--- src/hw/rtl/mpa_pkg.sv ---
// ----------------------------------------------------------------------------
// mpa_pkg
// Shared widths, register map, sequencer states and the pooling reciprocal
// table of the max pooling core.
// ----------------------------------------------------------------------------
`default_nettype none

package mpa_pkg;

  localparam int SAMPLE_W       = 16;
  localparam int DIM_W          = 7;
  localparam int POOL_W         = 4;
  localparam int POS_W          = 6;
  localparam int REM_W          = 3;
  localparam int RECIP_W        = 11;
  localparam int RECIP_SHIFT    = 10;
  localparam int PADDR_W        = 4;
  localparam int PDATA_W        = 32;
  localparam int MAX_WIDTH_DEF  = 64;
  localparam int MAX_PLANES_DEF = 64;

  localparam logic [POOL_W-1:0] POOL_MAX = 4'd8;

  // Register indexes, taken from paddr[3:2].
  localparam logic [1:0] REG_PLANE_WIDTH  = 2'd0;
  localparam logic [1:0] REG_PLANE_HEIGHT = 2'd1;
  localparam logic [1:0] REG_POOL_SIZE    = 2'd2;

  localparam logic [DIM_W-1:0]  RST_PLANE_WIDTH  = 7'd32;
  localparam logic [DIM_W-1:0]  RST_PLANE_HEIGHT = 7'd32;
  localparam logic [POOL_W-1:0] RST_POOL_SIZE    = 4'd2;

  // Run, or one of the two steps that rebuild the window position.
  typedef enum logic [2:0] {
    ST_RUN  = 3'b001,
    ST_QUOT = 3'b010,
    ST_REM  = 3'b100
  } seq_state_t;

  // ceil(1024 / ps); exact quotient for dividends below 128.
  function automatic logic [RECIP_W-1:0] pool_recip(input logic [POOL_W-1:0] ps);
    logic [RECIP_W-1:0] r;
    case (ps)
      4'd1:    r = 11'd1024;
      4'd2:    r = 11'd512;
      4'd3:    r = 11'd342;
      4'd4:    r = 11'd256;
      4'd5:    r = 11'd205;
      4'd6:    r = 11'd171;
      4'd7:    r = 11'd147;
      4'd8:    r = 11'd128;
      default: r = 11'd1024;
    endcase
    return r;
  endfunction

endpackage

`default_nettype wire

--- src/hw/rtl/mpa_ram.sv ---
// ----------------------------------------------------------------------------
// mpa_ram
// Generic single-clock RAM, one write port and one registered read port.
// ----------------------------------------------------------------------------
`default_nettype none

module mpa_ram #(
  parameter int WIDTH = 8,
  parameter int DEPTH = 64
) (
  input  wire logic                                   clk,
  input  wire logic                                   we,
  input  wire logic [((DEPTH > 1) ? $clog2(DEPTH) : 1)-1:0] waddr,
  input  wire logic [WIDTH-1:0]                       wdata,
  input  wire logic                                   re,
  input  wire logic [((DEPTH > 1) ? $clog2(DEPTH) : 1)-1:0] raddr,
  output logic      [WIDTH-1:0]                       rdata
);

  logic [WIDTH-1:0] mem_r [DEPTH];
  logic [WIDTH-1:0] rdata_r;

  // A read at the address being written returns the old contents.
  always_ff @(posedge clk) begin
    if (we) begin
      mem_r[waddr] <= wdata;
    end
    if (re) begin
      rdata_r <= mem_r[raddr];
    end
  end

  assign rdata = rdata_r;

endmodule

`default_nettype wire

--- src/hw/rtl/max_pool_with_argmax_core.sv ---
// ----------------------------------------------------------------------------
// max_pool_with_argmax_core
// Streaming 2-D max pooling over raster-ordered planes, reporting the value
// and the plane position of each window maximum.
// ----------------------------------------------------------------------------
//
//   Channel  | Signals                               | Direction
//   ---------+---------------------------------------+----------
//   input    | in_valid/in_ready, in_sample_value    | in
//   result   | out_valid/out_ready, out_* fields     | out
//   config   | psel/penable/pwrite/paddr/pwdata/...  | in/out
//
// One sample is accepted every cycle while in_ready is high; the
// running-maximum RAM is read when the sample is accepted and written back
// from the update stage, where a window's last sample loads the result.
// After reset and after every register write the window position is rebuilt
// in the quotient and remainder steps, during which in_ready is low.
// A result waiting in the output register stalls the input only when the
// sample behind it also closes a window.
// ----------------------------------------------------------------------------
`default_nettype none

module max_pool_with_argmax_core #(
  parameter int MAX_WIDTH  = mpa_pkg::MAX_WIDTH_DEF,
  parameter int MAX_PLANES = mpa_pkg::MAX_PLANES_DEF
) (
  input  wire logic                                clk,
  input  wire logic                                rst_n,
  // Input channel
  input  wire logic                                in_valid,
  output logic                                     in_ready,
  input  wire logic signed [mpa_pkg::SAMPLE_W-1:0] in_sample_value,
  // Result channel
  output logic                                     out_valid,
  input  wire logic                                out_ready,
  output logic signed [mpa_pkg::SAMPLE_W-1:0]      out_pooled_value,
  output logic        [mpa_pkg::POS_W-1:0]         out_max_row,
  output logic        [mpa_pkg::POS_W-1:0]         out_max_col,
  output logic        [mpa_pkg::POS_W-1:0]         out_out_row,
  output logic        [mpa_pkg::POS_W-1:0]         out_out_col,
  output logic        [mpa_pkg::POS_W-1:0]         out_plane_index,
  output logic                                     out_plane_done,
  // Configuration port
  input  wire logic                                psel,
  input  wire logic                                penable,
  input  wire logic                                pwrite,
  input  wire logic   [mpa_pkg::PADDR_W-1:0]       paddr,
  input  wire logic   [mpa_pkg::PDATA_W-1:0]       pwdata,
  output logic        [mpa_pkg::PDATA_W-1:0]       prdata,
  output logic                                     pready
);

  // Position counters hold values below MAX_WIDTH; compares against the
  // 7-bit registers run one bit wider than either.
  localparam int CW    = $clog2(MAX_WIDTH);
  localparam int CMPW  = ((CW > mpa_pkg::DIM_W) ? CW : mpa_pkg::DIM_W) + 1;
  localparam int PW    = (MAX_PLANES > 1) ? $clog2(MAX_PLANES) : 1;
  localparam int PRODW = CMPW + mpa_pkg::RECIP_W;
  localparam int ENTW  = mpa_pkg::SAMPLE_W + 2 * CW;
  localparam int SW    = mpa_pkg::SAMPLE_W;
  localparam int RW    = mpa_pkg::REM_W;
  localparam int QW    = mpa_pkg::POOL_W;

  // --------------------------------------------------------------------------
  // Configuration registers. Writes must arrive only while the core is idle; the block itself does not enforce this.
  // --------------------------------------------------------------------------
  logic [mpa_pkg::DIM_W-1:0] cfg_width_r;
  logic [mpa_pkg::DIM_W-1:0] cfg_height_r;
  logic [QW-1:0]             cfg_pool_r;
  logic                      cfg_we;
  logic [1:0]                cfg_idx;

  assign pready  = 1'b1;
  assign cfg_we  = psel && penable && pwrite;
  assign cfg_idx = paddr[3:2];

  always_ff @(posedge clk) begin
    if (!rst_n) begin
      cfg_width_r  <= mpa_pkg::RST_PLANE_WIDTH;
      cfg_height_r <= mpa_pkg::RST_PLANE_HEIGHT;
      cfg_pool_r   <= mpa_pkg::RST_POOL_SIZE;
    end else if (cfg_we) begin
      case (cfg_idx)
        mpa_pkg::REG_PLANE_WIDTH:  cfg_width_r  <= pwdata[mpa_pkg::DIM_W-1:0];
        mpa_pkg::REG_PLANE_HEIGHT: cfg_height_r <= pwdata[mpa_pkg::DIM_W-1:0];
        mpa_pkg::REG_POOL_SIZE:    cfg_pool_r   <= pwdata[QW-1:0];
        default: ;
      endcase
    end
  end

  always_comb begin
    case (cfg_idx)
      mpa_pkg::REG_PLANE_WIDTH:  prdata = mpa_pkg::PDATA_W'(cfg_width_r);
      mpa_pkg::REG_PLANE_HEIGHT: prdata = mpa_pkg::PDATA_W'(cfg_height_r);
      mpa_pkg::REG_POOL_SIZE:    prdata = mpa_pkg::PDATA_W'(cfg_pool_r);
      default:                   prdata = '0;
    endcase
  end

  // Effective sizes: zero acts as one, oversize values saturate.
  logic [CMPW-1:0] w_eff;
  logic [CMPW-1:0] h_eff;
  logic [QW-1:0]   ps_eff;

  always_comb begin
    if (cfg_width_r == '0) begin
      w_eff = CMPW'(1);
    end else if (CMPW'(cfg_width_r) > CMPW'(MAX_WIDTH)) begin
      w_eff = CMPW'(MAX_WIDTH);
    end else begin
      w_eff = CMPW'(cfg_width_r);
    end
    if (cfg_height_r == '0) begin
      h_eff = CMPW'(1);
    end else if (CMPW'(cfg_height_r) > CMPW'(MAX_WIDTH)) begin
      h_eff = CMPW'(MAX_WIDTH);
    end else begin
      h_eff = CMPW'(cfg_height_r);
    end
    if (cfg_pool_r == '0) begin
      ps_eff = QW'(1);
    end else if (cfg_pool_r > mpa_pkg::POOL_MAX) begin
      ps_eff = mpa_pkg::POOL_MAX;
    end else begin
      ps_eff = cfg_pool_r;
    end
  end

  // --------------------------------------------------------------------------
  // Sequencer. The raster position is kept both as plain counters and as
  // quotient/remainder by the pool size, which the datapath needs every
  // cycle. After reset or a register write the quotients are rebuilt with a
  // reciprocal multiply, and then the remainders are rebuilt from them.
  // --------------------------------------------------------------------------
  mpa_pkg::seq_state_t state_r, state_nxt;

  always_comb begin
    case (state_r)
      mpa_pkg::ST_RUN:  state_nxt = cfg_we ? mpa_pkg::ST_QUOT : mpa_pkg::ST_RUN;
      mpa_pkg::ST_QUOT: state_nxt = cfg_we ? mpa_pkg::ST_QUOT : mpa_pkg::ST_REM;
      mpa_pkg::ST_REM:  state_nxt = cfg_we ? mpa_pkg::ST_QUOT : mpa_pkg::ST_RUN;
      default:          state_nxt = mpa_pkg::ST_QUOT;
    endcase
  end

  always_ff @(posedge clk) begin
    if (!rst_n) begin
      state_r <= mpa_pkg::ST_QUOT;
    end else begin
      state_r <= state_nxt;
    end
  end

  // Raster position of the next sample.
  logic [CW-1:0]   col_r, col_nxt;
  logic [CW-1:0]   row_r, row_nxt;
  logic [PW-1:0]   plane_r, plane_nxt;
  logic [CW-1:0]   colq_r, colq_nxt;
  logic [CW-1:0]   rowq_r, rowq_nxt;
  logic [RW-1:0]   colrem_r, colrem_nxt;
  logic [RW-1:0]   rowrem_r, rowrem_nxt;
  logic [CMPW-1:0] wout_r;
  logic [CMPW-1:0] hout_r;

  logic [mpa_pkg::RECIP_W-1:0] recip;
  logic [PRODW-1:0] prod_col, prod_row, prod_w, prod_h;
  logic [CMPW-1:0]  colq_ps, rowq_ps;
  logic             in_fire;

  assign recip    = mpa_pkg::pool_recip(ps_eff);
  assign prod_col = PRODW'(col_r) * PRODW'(recip);
  assign prod_row = PRODW'(row_r) * PRODW'(recip);
  assign prod_w   = PRODW'(w_eff) * PRODW'(recip);
  assign prod_h   = PRODW'(h_eff) * PRODW'(recip);
  assign colq_ps  = CMPW'(colq_r) * CMPW'(ps_eff);
  assign rowq_ps  = CMPW'(rowq_r) * CMPW'(ps_eff);

  always_comb begin
    col_nxt    = col_r;
    row_nxt    = row_r;
    plane_nxt  = plane_r;
    colq_nxt   = colq_r;
    rowq_nxt   = rowq_r;
    colrem_nxt = colrem_r;
    rowrem_nxt = rowrem_r;
    if (state_r == mpa_pkg::ST_QUOT) begin
      colq_nxt = CW'(prod_col >> mpa_pkg::RECIP_SHIFT);
      rowq_nxt = CW'(prod_row >> mpa_pkg::RECIP_SHIFT);
    end else if (state_r == mpa_pkg::ST_REM) begin
      colrem_nxt = RW'(CMPW'(col_r) - colq_ps);
      rowrem_nxt = RW'(CMPW'(row_r) - rowq_ps);
    end else if (in_fire) begin
      if (CMPW'(col_r) + CMPW'(1) >= w_eff) begin
        col_nxt    = '0;
        colq_nxt   = '0;
        colrem_nxt = '0;
        if (CMPW'(row_r) + CMPW'(1) >= h_eff) begin
          row_nxt    = '0;
          rowq_nxt   = '0;
          rowrem_nxt = '0;
          if ((PW + 1)'(plane_r) + (PW + 1)'(1) >= (PW + 1)'(MAX_PLANES)) begin
            plane_nxt = '0;
          end else begin
            plane_nxt = plane_r + PW'(1);
          end
        end else begin
          row_nxt = row_r + CW'(1);
          if (QW'(rowrem_r) + QW'(1) == ps_eff) begin
            rowq_nxt   = rowq_r + CW'(1);
            rowrem_nxt = '0;
          end else begin
            rowrem_nxt = rowrem_r + RW'(1);
          end
        end
      end else begin
        col_nxt = col_r + CW'(1);
        if (QW'(colrem_r) + QW'(1) == ps_eff) begin
          colq_nxt   = colq_r + CW'(1);
          colrem_nxt = '0;
        end else begin
          colrem_nxt = colrem_r + RW'(1);
        end
      end
    end
  end

  always_ff @(posedge clk) begin
    if (!rst_n) begin
      col_r   <= '0;
      row_r   <= '0;
      plane_r <= '0;
    end else begin
      col_r   <= col_nxt;
      row_r   <= row_nxt;
      plane_r <= plane_nxt;
    end
  end

  // Rebuilt by the sequencer before the first sample is taken.
  always_ff @(posedge clk) begin
    colq_r   <= colq_nxt;
    rowq_r   <= rowq_nxt;
    colrem_r <= colrem_nxt;
    rowrem_r <= rowrem_nxt;
    if (state_r == mpa_pkg::ST_QUOT) begin
      wout_r <= CMPW'(prod_w >> mpa_pkg::RECIP_SHIFT);
      hout_r <= CMPW'(prod_h >> mpa_pkg::RECIP_SHIFT);
    end
  end

  // --------------------------------------------------------------------------
  // Accept stage: classify the sample and read the running maximum of its
  // window column.
  // --------------------------------------------------------------------------
  logic s0_inside, s0_first, s0_last, s0_pdone;

  assign s0_inside = (CMPW'(colq_r) < wout_r) && (CMPW'(rowq_r) < hout_r);
  assign s0_first  = (colrem_r == '0) && (rowrem_r == '0);
  assign s0_last   = (QW'(colrem_r) == ps_eff - QW'(1)) &&
                     (QW'(rowrem_r) == ps_eff - QW'(1));
  assign s0_pdone  = (CMPW'(rowq_r) == hout_r - CMPW'(1)) &&
                     (CMPW'(colq_r) == wout_r - CMPW'(1));

  // Update stage registers.
  logic                 s1_valid_r;
  logic                 s1_inside_r, s1_first_r, s1_last_r, s1_pdone_r;
  logic signed [SW-1:0] s1_sample_r;
  logic [CW-1:0]        s1_row_r, s1_col_r, s1_orow_r, s1_j_r;
  logic [PW-1:0]        s1_plane_r;
  logic                 s1_adv, s1_we, out_load;

  // The update stage only holds when it closes a window and the output
  // register is still occupied.
  assign s1_adv   = !s1_valid_r || !(s1_inside_r && s1_last_r) || !out_valid || out_ready;
  assign in_ready = (state_r == mpa_pkg::ST_RUN) && s1_adv;
  assign in_fire  = in_valid && in_ready;
  assign s1_we    = s1_valid_r && s1_inside_r && s1_adv;
  assign out_load = s1_we && s1_last_r;

  always_ff @(posedge clk) begin
    if (!rst_n) begin
      s1_valid_r <= 1'b0;
    end else if (s1_adv) begin
      s1_valid_r <= in_fire;
    end
  end

  always_ff @(posedge clk) begin
    if (s1_adv) begin
      s1_inside_r <= s0_inside;
      s1_first_r  <= s0_first;
      s1_last_r   <= s0_last;
      s1_pdone_r  <= s0_pdone;
      s1_sample_r <= in_sample_value;
      s1_row_r    <= row_r;
      s1_col_r    <= col_r;
      s1_orow_r   <= rowq_r;
      s1_j_r      <= colq_r;
      s1_plane_r  <= plane_r;
    end
  end

  // --------------------------------------------------------------------------
  // Running-maximum store, one entry per window column of the current window
  // row: {max, row, col}.
  // --------------------------------------------------------------------------
  logic [ENTW-1:0] rd_ent, wr_ent, cur_ent, fwd_ent_r;
  logic            fwd_hit_r;

  mpa_ram #(
    .WIDTH (ENTW),
    .DEPTH (MAX_WIDTH)
  ) u_partial_ram (
    .clk   (clk),
    .we    (s1_we),
    .waddr (s1_j_r),
    .wdata (wr_ent),
    .re    (in_fire),
    .raddr (colq_r),
    .rdata (rd_ent)
  );

  // A sample of the same window column accepted in the cycle its predecessor
  // wrote back read the old entry; the written entry is forwarded instead.
  always_ff @(posedge clk) begin
    if (!rst_n) begin
      fwd_hit_r <= 1'b0;
    end else if (s1_adv) begin
      fwd_hit_r <= s1_we && in_fire && (colq_r == s1_j_r);
    end
  end

  always_ff @(posedge clk) begin
    if (s1_we) begin
      fwd_ent_r <= wr_ent;
    end
  end

  assign cur_ent = fwd_hit_r ? fwd_ent_r : rd_ent;

  logic signed [SW-1:0] cur_max, new_max;
  logic [CW-1:0]        cur_row, cur_col, new_row, new_col;
  logic                 take;

  // The first sample of a window always starts the running maximum; later
  // ones replace it only when strictly greater, so ties keep the earliest.
  always_comb begin
    cur_max = cur_ent[ENTW-1 -: SW];
    cur_row = cur_ent[2*CW-1 -: CW];
    cur_col = cur_ent[CW-1:0];
    take    = s1_first_r || (s1_sample_r > cur_max);
    new_max = take ? s1_sample_r : cur_max;
    new_row = take ? s1_row_r : cur_row;
    new_col = take ? s1_col_r : cur_col;
    wr_ent  = {new_max, new_row, new_col};
  end

  // --------------------------------------------------------------------------
  // Output register. A result is loaded on the last sample of a window.
  // --------------------------------------------------------------------------
  logic                       out_valid_r;
  logic signed [SW-1:0]       out_max_r;
  logic [mpa_pkg::POS_W-1:0]  out_mrow_r, out_mcol_r, out_orow_r, out_ocol_r, out_plane_r;
  logic                       out_done_r;

  always_ff @(posedge clk) begin
    if (!rst_n) begin
      out_valid_r <= 1'b0;
    end else if (out_load) begin
      out_valid_r <= 1'b1;
    end else if (out_ready) begin
      out_valid_r <= 1'b0;
    end
  end

  always_ff @(posedge clk) begin
    if (out_load) begin
      out_max_r   <= new_max;
      out_mrow_r  <= mpa_pkg::POS_W'(new_row);
      out_mcol_r  <= mpa_pkg::POS_W'(new_col);
      out_orow_r  <= mpa_pkg::POS_W'(s1_orow_r);
      out_ocol_r  <= mpa_pkg::POS_W'(s1_j_r);
      out_plane_r <= mpa_pkg::POS_W'(s1_plane_r);
      out_done_r  <= s1_pdone_r;
    end
  end

  assign out_valid        = out_valid_r;
  assign out_pooled_value = out_max_r;
  assign out_max_row      = out_mrow_r;
  assign out_max_col      = out_mcol_r;
  assign out_out_row      = out_orow_r;
  assign out_out_col      = out_ocol_r;
  assign out_plane_index  = out_plane_r;
  assign out_plane_done   = out_done_r;

endmodule

`default_nettype wire

--- config.mk ---
export PLATFORM = sky130hd
export DESIGN_NAME = max_pool_with_argmax_core
export DESIGN_NICKNAME = d
export VERILOG_FILES = /design/src/hw/rtl/mpa_pkg.sv /design/src/hw/rtl/mpa_ram.sv /design/src/hw/rtl/max_pool_with_argmax_core.sv
export SDC_FILE = /design/constraint.sdc
export NUM_CORES = 2
export LEC_CHECK = 0
export BUFFER_PORTS_ARGS = -buffer_cell sky130_fd_sc_hd__buf_2
export CAP_MARGIN = 20
export CORE_ASPECT_RATIO = 0.6
export CORE_MARGIN = 4
export CORE_UTILIZATION = 57
export CTS_BUF_LIST = sky130_fd_sc_hd__clkbuf_8 sky130_fd_sc_hd__clkbuf_16
export DETAILED_ROUTE_END_ITERATION = 16
export HOLD_SLACK_MARGIN = 0.02
export PLACE_DENSITY = 0.88
export REMOVE_ABC_BUFFERS = 1
export SETUP_SLACK_MARGIN = 0.05
export SYNTH_ARGS = -nofsm -noshare
export SYNTH_HDL_FRONTEND = slang
export SYNTH_SLANG_ARGS = --single-unit
--- constraint.sdc ---
create_clock -name clk -period 6.1 [get_ports clk]
set_input_delay 0.915 -clock clk [delete_from_list [all_inputs] [get_ports clk]]
set_output_delay 0.915 -clock clk [all_outputs]
set_load 0.005 [all_outputs]
Word-level counts from Yosys, hierarchy flattened

Memory sizes are Yosys's and may differ from the RTL's. A register that Yosys moved wholly into a read port is not among the register bits.
Index checks and enable logic that the tools add are counted.

Flip-flop bits (word level): 201
Latch bits: 0
RAM bits: 1792
ROM bits: 176
Input port bits: 59
Output and inout port bits: 82
Word-level logic and storage cells: 169
Memories kept: 2

Memory list:

| name                | depth | bits a word | rd ports | clocked after Yosys merged registers in | write ports | line          | source |
|---|---|---|---|---|---|---|---|
| u_partial_ram.mem_r | 64    | 28          | 1        | 1                                       | 1           | mpa_ram.sv:20 | `logic [WIDTH-1:0] mem_r [DEPTH];` |
| (name not given)    | 16    | 11          | 1        | 0                                       | 0           | mpa_pkg.sv:43 | `case (ps)` |

$add $sub $neg: 17
Multipliers: 6
Div/mod/pow operators: 0
Order comparisons: 9
Equal/unequal tests: 13
Shift-type cells: 0
Muxes and demuxes: 41
Bitwise gates (word level): 2
Reduce and logical (&&, ||, !) cells: 45

Operators by type and width:

| cell                                                 | count |
|---|---|
| 2-to-1 mux 6 bit                                     | 16 |
| multiplier 8 x 11 -> 18 bit                          | 2 |
| multiplier 6 x 11 -> 16 bit                          | 2 |
| adder 6 x 1 -> 6 bit, second input constant          | 5 |
| 2-to-1 mux 3 bit                                     | 10 |
| 2-to-1 mux 28 bit                                    | 1 |
| 2-to-1 mux 7 bit                                     | 4 |
| adder 6 x 1 -> 7 bit, second input constant          | 3 |
| one-hot mux 7 bit (3 select lines)                   | 1 |
| == test 6 x 8 -> 1 bit                               | 2 |
| greater-or-equal comparator 7 x 8 -> 1 bit           | 2 |
| greater-than comparator 16 bit                       | 1 |
| < comparator 6 x 8 -> 1 bit                          | 2 |
| 2-to-1 mux 16 bit                                    | 1 |
| subtractor 8 x 1 -> 8 bit, second input constant     | 2 |
| greater-than comparator 7 bit, second input constant | 2 |
| logical AND 1 bit                                    | 14 |
| zero test 7 bit                                      | 2 |
| multiplier 6 x 4 -> 3 bit                            | 2 |
| nonzero test 2 bit                                   | 5 |
| AND reduction 3 bit                                  | 3 |
| adder 3 x 1 -> 4 bit, second input constant          | 2 |
| == test 3 x 4 -> 1 bit                               | 2 |
| == test 4 bit                                        | 2 |
| 27 further kinds                                     | 45 |

Depth between registers and ports, before layout

Depth in word-level cells: 10
Mapped depth: 28
Depth with buffers taken out: 24

Cells and area by module

From an unflattened synthesis, not the netlist that was laid out.

Cell total of the unflattened synthesis: 4889
Area, all modules: 87400.1 µm²

Modules (own cells, without submodules):

| module                    | instances | cells each | area each (µm²) | seq. area each (µm²) |
|---|---|---|---|---|
| mpa_ram                   | 1         | 3105       | 69469.1         | 54652.4 |
| max_pool_with_argmax_core | 1         | 1784       | 17930.9         | 5615.4 |

Least setup slack after synthesis

Ideal clock, no wire load.

Path kind: register -> register
Start point: register cfg_pool_r[2]
End point: register hout_r[5] (data pin)
Setup time: 0.258 ns
Arrival: 5.985 ns
Required time: 5.842 ns
Setup slack: -0.143 ns
Cell stages (with the launch flop): 27
Path buffers: 6
Period minus slack after synthesis: 6.243 ns
Cell sequence: dfxtp_1 buf_2 nor2b_1 clkbuf_1 clkbuf_1 clkbuf_1 ha_1 nand2b_1 buf_6 nand2_1 clkbuf_1 nand2_1 fa_1 fa_1 inv_1 fa_1 inv_1 fa_1 inv_1 ha_1 a221oi_1 o21ai_1 or4_1 o211ai_1 o21ai_1 a21oi_1 xnor2_1

Word-level cells in the longest chain between the ends: 5
Elaborated cells between the ends (all ways): 6
Those cells by class: mul: 1; order compare: 1; mux: 2; reduce/logical: 1; memory: 1

Ends and longest elaborated chain:

| element                         | line                             | source |
|---|---|---|
| start: declaration              | max_pool_with_argmax_core.sv:69  | `logic [QW-1:0] cfg_pool_r;` |
| start signal: assignment        | max_pool_with_argmax_core.sv:81  | `cfg_pool_r <= mpa_pkg::RST_POOL_SIZE;` |
| start signal: assignment        | max_pool_with_argmax_core.sv:86  | `mpa_pkg::REG_POOL_SIZE: cfg_pool_r <= pwdata[QW-1:0];` |
| greater-than comparator 4 bit   | max_pool_with_argmax_core.sv:123 | `end else if (cfg_pool_r > mpa_pkg::POOL_MAX) begin` |
| 2-to-1 mux 4 bit                | max_pool_with_argmax_core.sv:123 |  |
| 2-to-1 mux 4 bit (*)            | max_pool_with_argmax_core.sv:121 | `if (cfg_pool_r == '0) begin` |
| memory read (16 x 11 bit) (*)   | -                                |  |
| multiplier 8 x 11 -> 18 bit (*) | max_pool_with_argmax_core.sv:175 | `assign prod_h = PRODW'(h_eff) * PRODW'(recip);` |
| via prod_h[15]                  | max_pool_with_argmax_core.sv:167 | `logic [PRODW-1:0] prod_col, prod_row, prod_w, prod_h;` |
| end signal: assignment          | max_pool_with_argmax_core.sv:248 | `hout_r <= CMPW'(prod_h >> mpa_pkg::RECIP_SHIFT);` |
| end: declaration                | max_pool_with_argmax_core.sv:164 | `logic [CMPW-1:0] hout_r;` |

Mark *: on every way through the listed nets, which the timed path passes. The rest lies on a longest branch.
A chain may end at the register's enable or synchronous reset.

Final worst setup path

Start point: register cfg_pool_r[1]
End point: register hout_r[7] (data pin)

Same word-level chain as after synthesis.

==> reports/results.ini <==
[synth]
yosysWarningCount = 0
count_of_different_cell_masters_after_synthesis = 80
synthesis.instances = 4539
post_synth.cell_area_avg_um2 = 19.1
post_synth_instance_area_um2 = 86800
synthFlopType = sky130_fd_sc_hd__edfxtp_1
synth-edff-count = 1979
synth_sequential_area_ratio_pct = 69.4
synth_register_bits = 2021
ys_async_sr_fraction_pct = 0

[timing]
hold_slack_ns = 0.292
finalWorstPathRequiredPeriod_ns = 5.82
clock_skew_after_layout_ns = 0.0516
final.period_utilization_pct = 95.4
final_hold_viol_count = 0
rsz0062_at_grt = true
max_freq_mhz = 172
slew_headroom_pct = 14.9
setup_viol_count_final = 0
final_max_slew_viol_count = 0
worst-slew-pin-transition_ns = 1.27

[critical_path]
cp_arrival_ns = 6.38
timing.critical_path.from = cfg_pool_r[1]$_SDFFE_PN1P_
regToRegStartpoint = cfg_pool_r[1]$_SDFFE_PN1P_
ff2ff_path_depth = 22
start_kind = flip-flop
crit_type = flip-flop to flip-flop
reg2reg_slack_ns = 0.28
setup.worst_path.end_class = flip-flop
critical_path.max_fanout = 5
cp-endpoint = hout_r[7]$_DFFE_PP_
regToRegEndpoint = hout_r[7]$_DFFE_PP_
critical_path_required_ns = 6.65

[global_routing]
globalRoute.totalOverflow = 0
pin_count_of_the_biggest_net_entering_global_routing = 143
first_global_vias = 48697
grt_first_pass_wirelength_mm = 354
antenna_found_initial = 7
overall_fraction_of_global_route_tracks_in_use_pct = 31.5

[floorplanning]
start_util_pct = 57.7
num_io_pins = 141
num_rows = 110
floorplan.core_area_um2 = 151000
die_height_um = 310
horizontal_die_dimension_um = 512
design.die.area_um2 = 159000

[power_and_ir_drop]
vdd_drop_max_mv = 0.354
clock_network_fraction_of_total_power_pct = 31.3
power_switching_share_pct = 28.6
power.density_nw_per_um2 = 352
power.switching_mw = 9.72
internal_power_summed_over_all_cells_mw = 24.3
total_leakage_power_nw = 32.5
power.share.sequential_pct = 46.2
combinationalPowerShare_pct = 22.5

[outcome]
status = completed

[final_layout]
commonest_cells_after_routing_fill_and_taps_aside = sky130_fd_sc_hd__edfxtp_1 (1,979), sky130_fd_sc_hd__mux4_2 (560), sky130_fd_sc_hd__inv_1 (274)
layout_commonest_cell = sky130_fd_sc_hd__edfxtp_1
fill_cells = 9371
layout.nets = 5174
drive_above_1_share_pct = 24.8
design_area_um2 = 96700
area.growth.synth_to_final_pct = 11.4

[route]
final_antenna_net_count = 0
drt_pass1_iterations = 7
drt_iter0_drc = 9237
via_per_inst = 7.05
wl_per_instance_um = 35.9
via_count = 48879
drt_drc_violations_left = 0
postRouteWirelength_mm = 249

[cts]
cts_htree_levels = 4
cts_hold_buffers = 0
clock_sinks = 2021
insertion_delay_ns = 0.82
numCtsBuffers = 168
tritoncts = yes
cts_max_path_buffers = 3
clock_tree.root_cell = sky130_fd_sc_hd__clkbuf_16
cts.clk_slew.worst_paths_ns = 0.07

[place]
dpl.hpwl_mm = 145
buffer_ports.inserted = 87
placement.cell_area_um2 = 91100
place_congestion = 0.943

[flow_run]
max_cap_violations = 0

[hold_path]
hold_class = primary input to flip-flop
worstHoldStart = in_sample_value[3]

-- routing by layer --
| metal | vias up | wire length [um] | global-route usage [%] |
|---|---|---|---|
| met4 | 10 | 11100 | 11.7 |
| met5 | - | 202 | 0.408 |
| met3 | 805 | 40400 | 11.2 |
| li1 | 18383 | - | - |
| met2 | 4801 | 112000 | 46.9 |
| met1 | 24880 | 84900 | 43.5 |
-- stage by stage --
step / setup slack [ns] / instances / TNS, ns / util [%] / power (mW)
CTS: 0.0637 / 6918 / 0 / 64.0 / 33.8
detailed placement: 0.123 / 6617 / 0 / 60.5 / 23.2
finish: 0.278 / 6933 / 0 / 64.2 / 34.0
floorplan: -13.96 / 4322 / -747.31 / - / 21.8
global route: 0.00554 / 6931 / 0 / 64.2 / 34.9
global placement: 0.286 / 6614 / 0 / 60.5 / 23.0
-- cells in the mapped netlist (49+ instances only) --
library cell               count  area, um^2
sky130_fd_sc_hd__a21oi_1      51         255
sky130_fd_sc_hd__edfxtp_1   1979       59400
sky130_fd_sc_hd__clkbuf_1    147         552
sky130_fd_sc_hd__ha_1        174        2180
sky130_fd_sc_hd__mux4_2      560       12600
sky130_fd_sc_hd__a22oi_1      56         420
sky130_fd_sc_hd__fa_1        158        3160
sky130_fd_sc_hd__o21ai_0      73         365
sky130_fd_sc_hd__nor2_1      203         762
sky130_fd_sc_hd__mux2i_1      49         490
sky130_fd_sc_hd__nand2_1     220         826
sky130_fd_sc_hd__xnor2_1      63         552
sky130_fd_sc_hd__inv_1       241         905
-- power groups by stage --
stage | Combinational, mW | Clock [mW] | Sequential (mW)
after floorplan | 5.21 | 0 | 16.6
after global placement | 6.95 | 0 | 16.0
after detailed placement | 7.24 | 0 | 16.0
after CTS | 7.43 | 10.7 | 15.7
after global routing | 7.87 | 11.3 | 15.7
final | 7.64 | 10.6 | 15.7
-- layout make-up --
class / instances / area [um^2] / area share, %
Clock inverter: 130 / 990 / 1.02
Antenna cell: 3 / 7.51 / 0.00776
Sequential cell: 2021 / 60300 / 62.3
Clock buffer: 171 / 4260 / 4.40
Inverter: 244 / 916 / 0.947
Timing Repair Buffer: 291 / 2230 / 2.31
Multi-Input combinational cell: 2057 / 25500 / 26.4
Tap cell: 2016 / 2520 / 2.61
-- state kept, by name, indices dropped and copies added (netlist names), 7 cells and up --
name	count
cfg_height_r	7
cfg_width_r	7
fwd_ent_r	28
hout_r	8
out_pooled_value	16
s1_sample_r	16
u_partial_ram.mem_r	1792
u_partial_ram.rdata	28
wout_r	8
-- worst min path at each step --
stage / endpoint / slack, ns / depth (start not counted)
6_report: s1_sample_r[3]$_DFFE_PN_ / 0.29 / 1
2_1_floorplan: out_out_row[0]$_DFFE_PP_ / 0.40 / 0
4_1_cts: s1_sample_r[3]$_DFFE_PN_ / 0.26 / 1
3_3_place_gp: out_out_row[1]$_DFFE_PP_ / 0.40 / 0
5_1_grt: s1_sample_r[3]$_DFFE_PN_ / 0.28 / 1
3_5_place_dp: out_out_row[5]$_DFFE_PP_ / 0.41 / 0
-- timing repair --
item,CTS,global route
resized for setup,0,23
setup buffers,0,3
setup endpoints to repair,0,14
-- logic make-up after synthesis --
kind of cell | count (synthesis) | share of synthesized area [%]
compound gates | 321 | 2.39
xor+xnor | 87 | 0.878
fa+ha+maj | 332 | 6.15
buf+inv | 485 | 2.35
flops | 2021 | 69.4
mux | 614 | 15.2
other cells | 2 | 0.00865
simple gates | 677 | 3.64
-- worst max-delay path: stages (launching register included) --
cell	delay (ns)
sky130_fd_sc_hd__dfxtp_1	0.35
sky130_fd_sc_hd__nor2_1	0.07
sky130_fd_sc_hd__o21ba_2	0.24
sky130_fd_sc_hd__inv_1	0.09
sky130_fd_sc_hd__ha_1	0.18
sky130_fd_sc_hd__inv_1	0.05
sky130_fd_sc_hd__ha_1	0.20
sky130_fd_sc_hd__nor2b_2	0.17
sky130_fd_sc_hd__a21oi_2	0.15
sky130_fd_sc_hd__buf_4	0.17
sky130_fd_sc_hd__nor2_2	0.05
sky130_fd_sc_hd__fa_1	0.57
sky130_fd_sc_hd__fa_2	0.61
sky130_fd_sc_hd__fa_1	0.42
sky130_fd_sc_hd__fa_1	0.44
sky130_fd_sc_hd__ha_1	0.34
sky130_fd_sc_hd__a21oi_1	0.17
sky130_fd_sc_hd__o21ai_1	0.11
sky130_fd_sc_hd__nor2b_1	0.15
sky130_fd_sc_hd__or4b_4	0.57
sky130_fd_sc_hd__a221oi_4	0.26
sky130_fd_sc_hd__o21bai_1	0.11
sky130_fd_sc_hd__xnor2_1	0.12
Power figures use the tool's default switching activity.
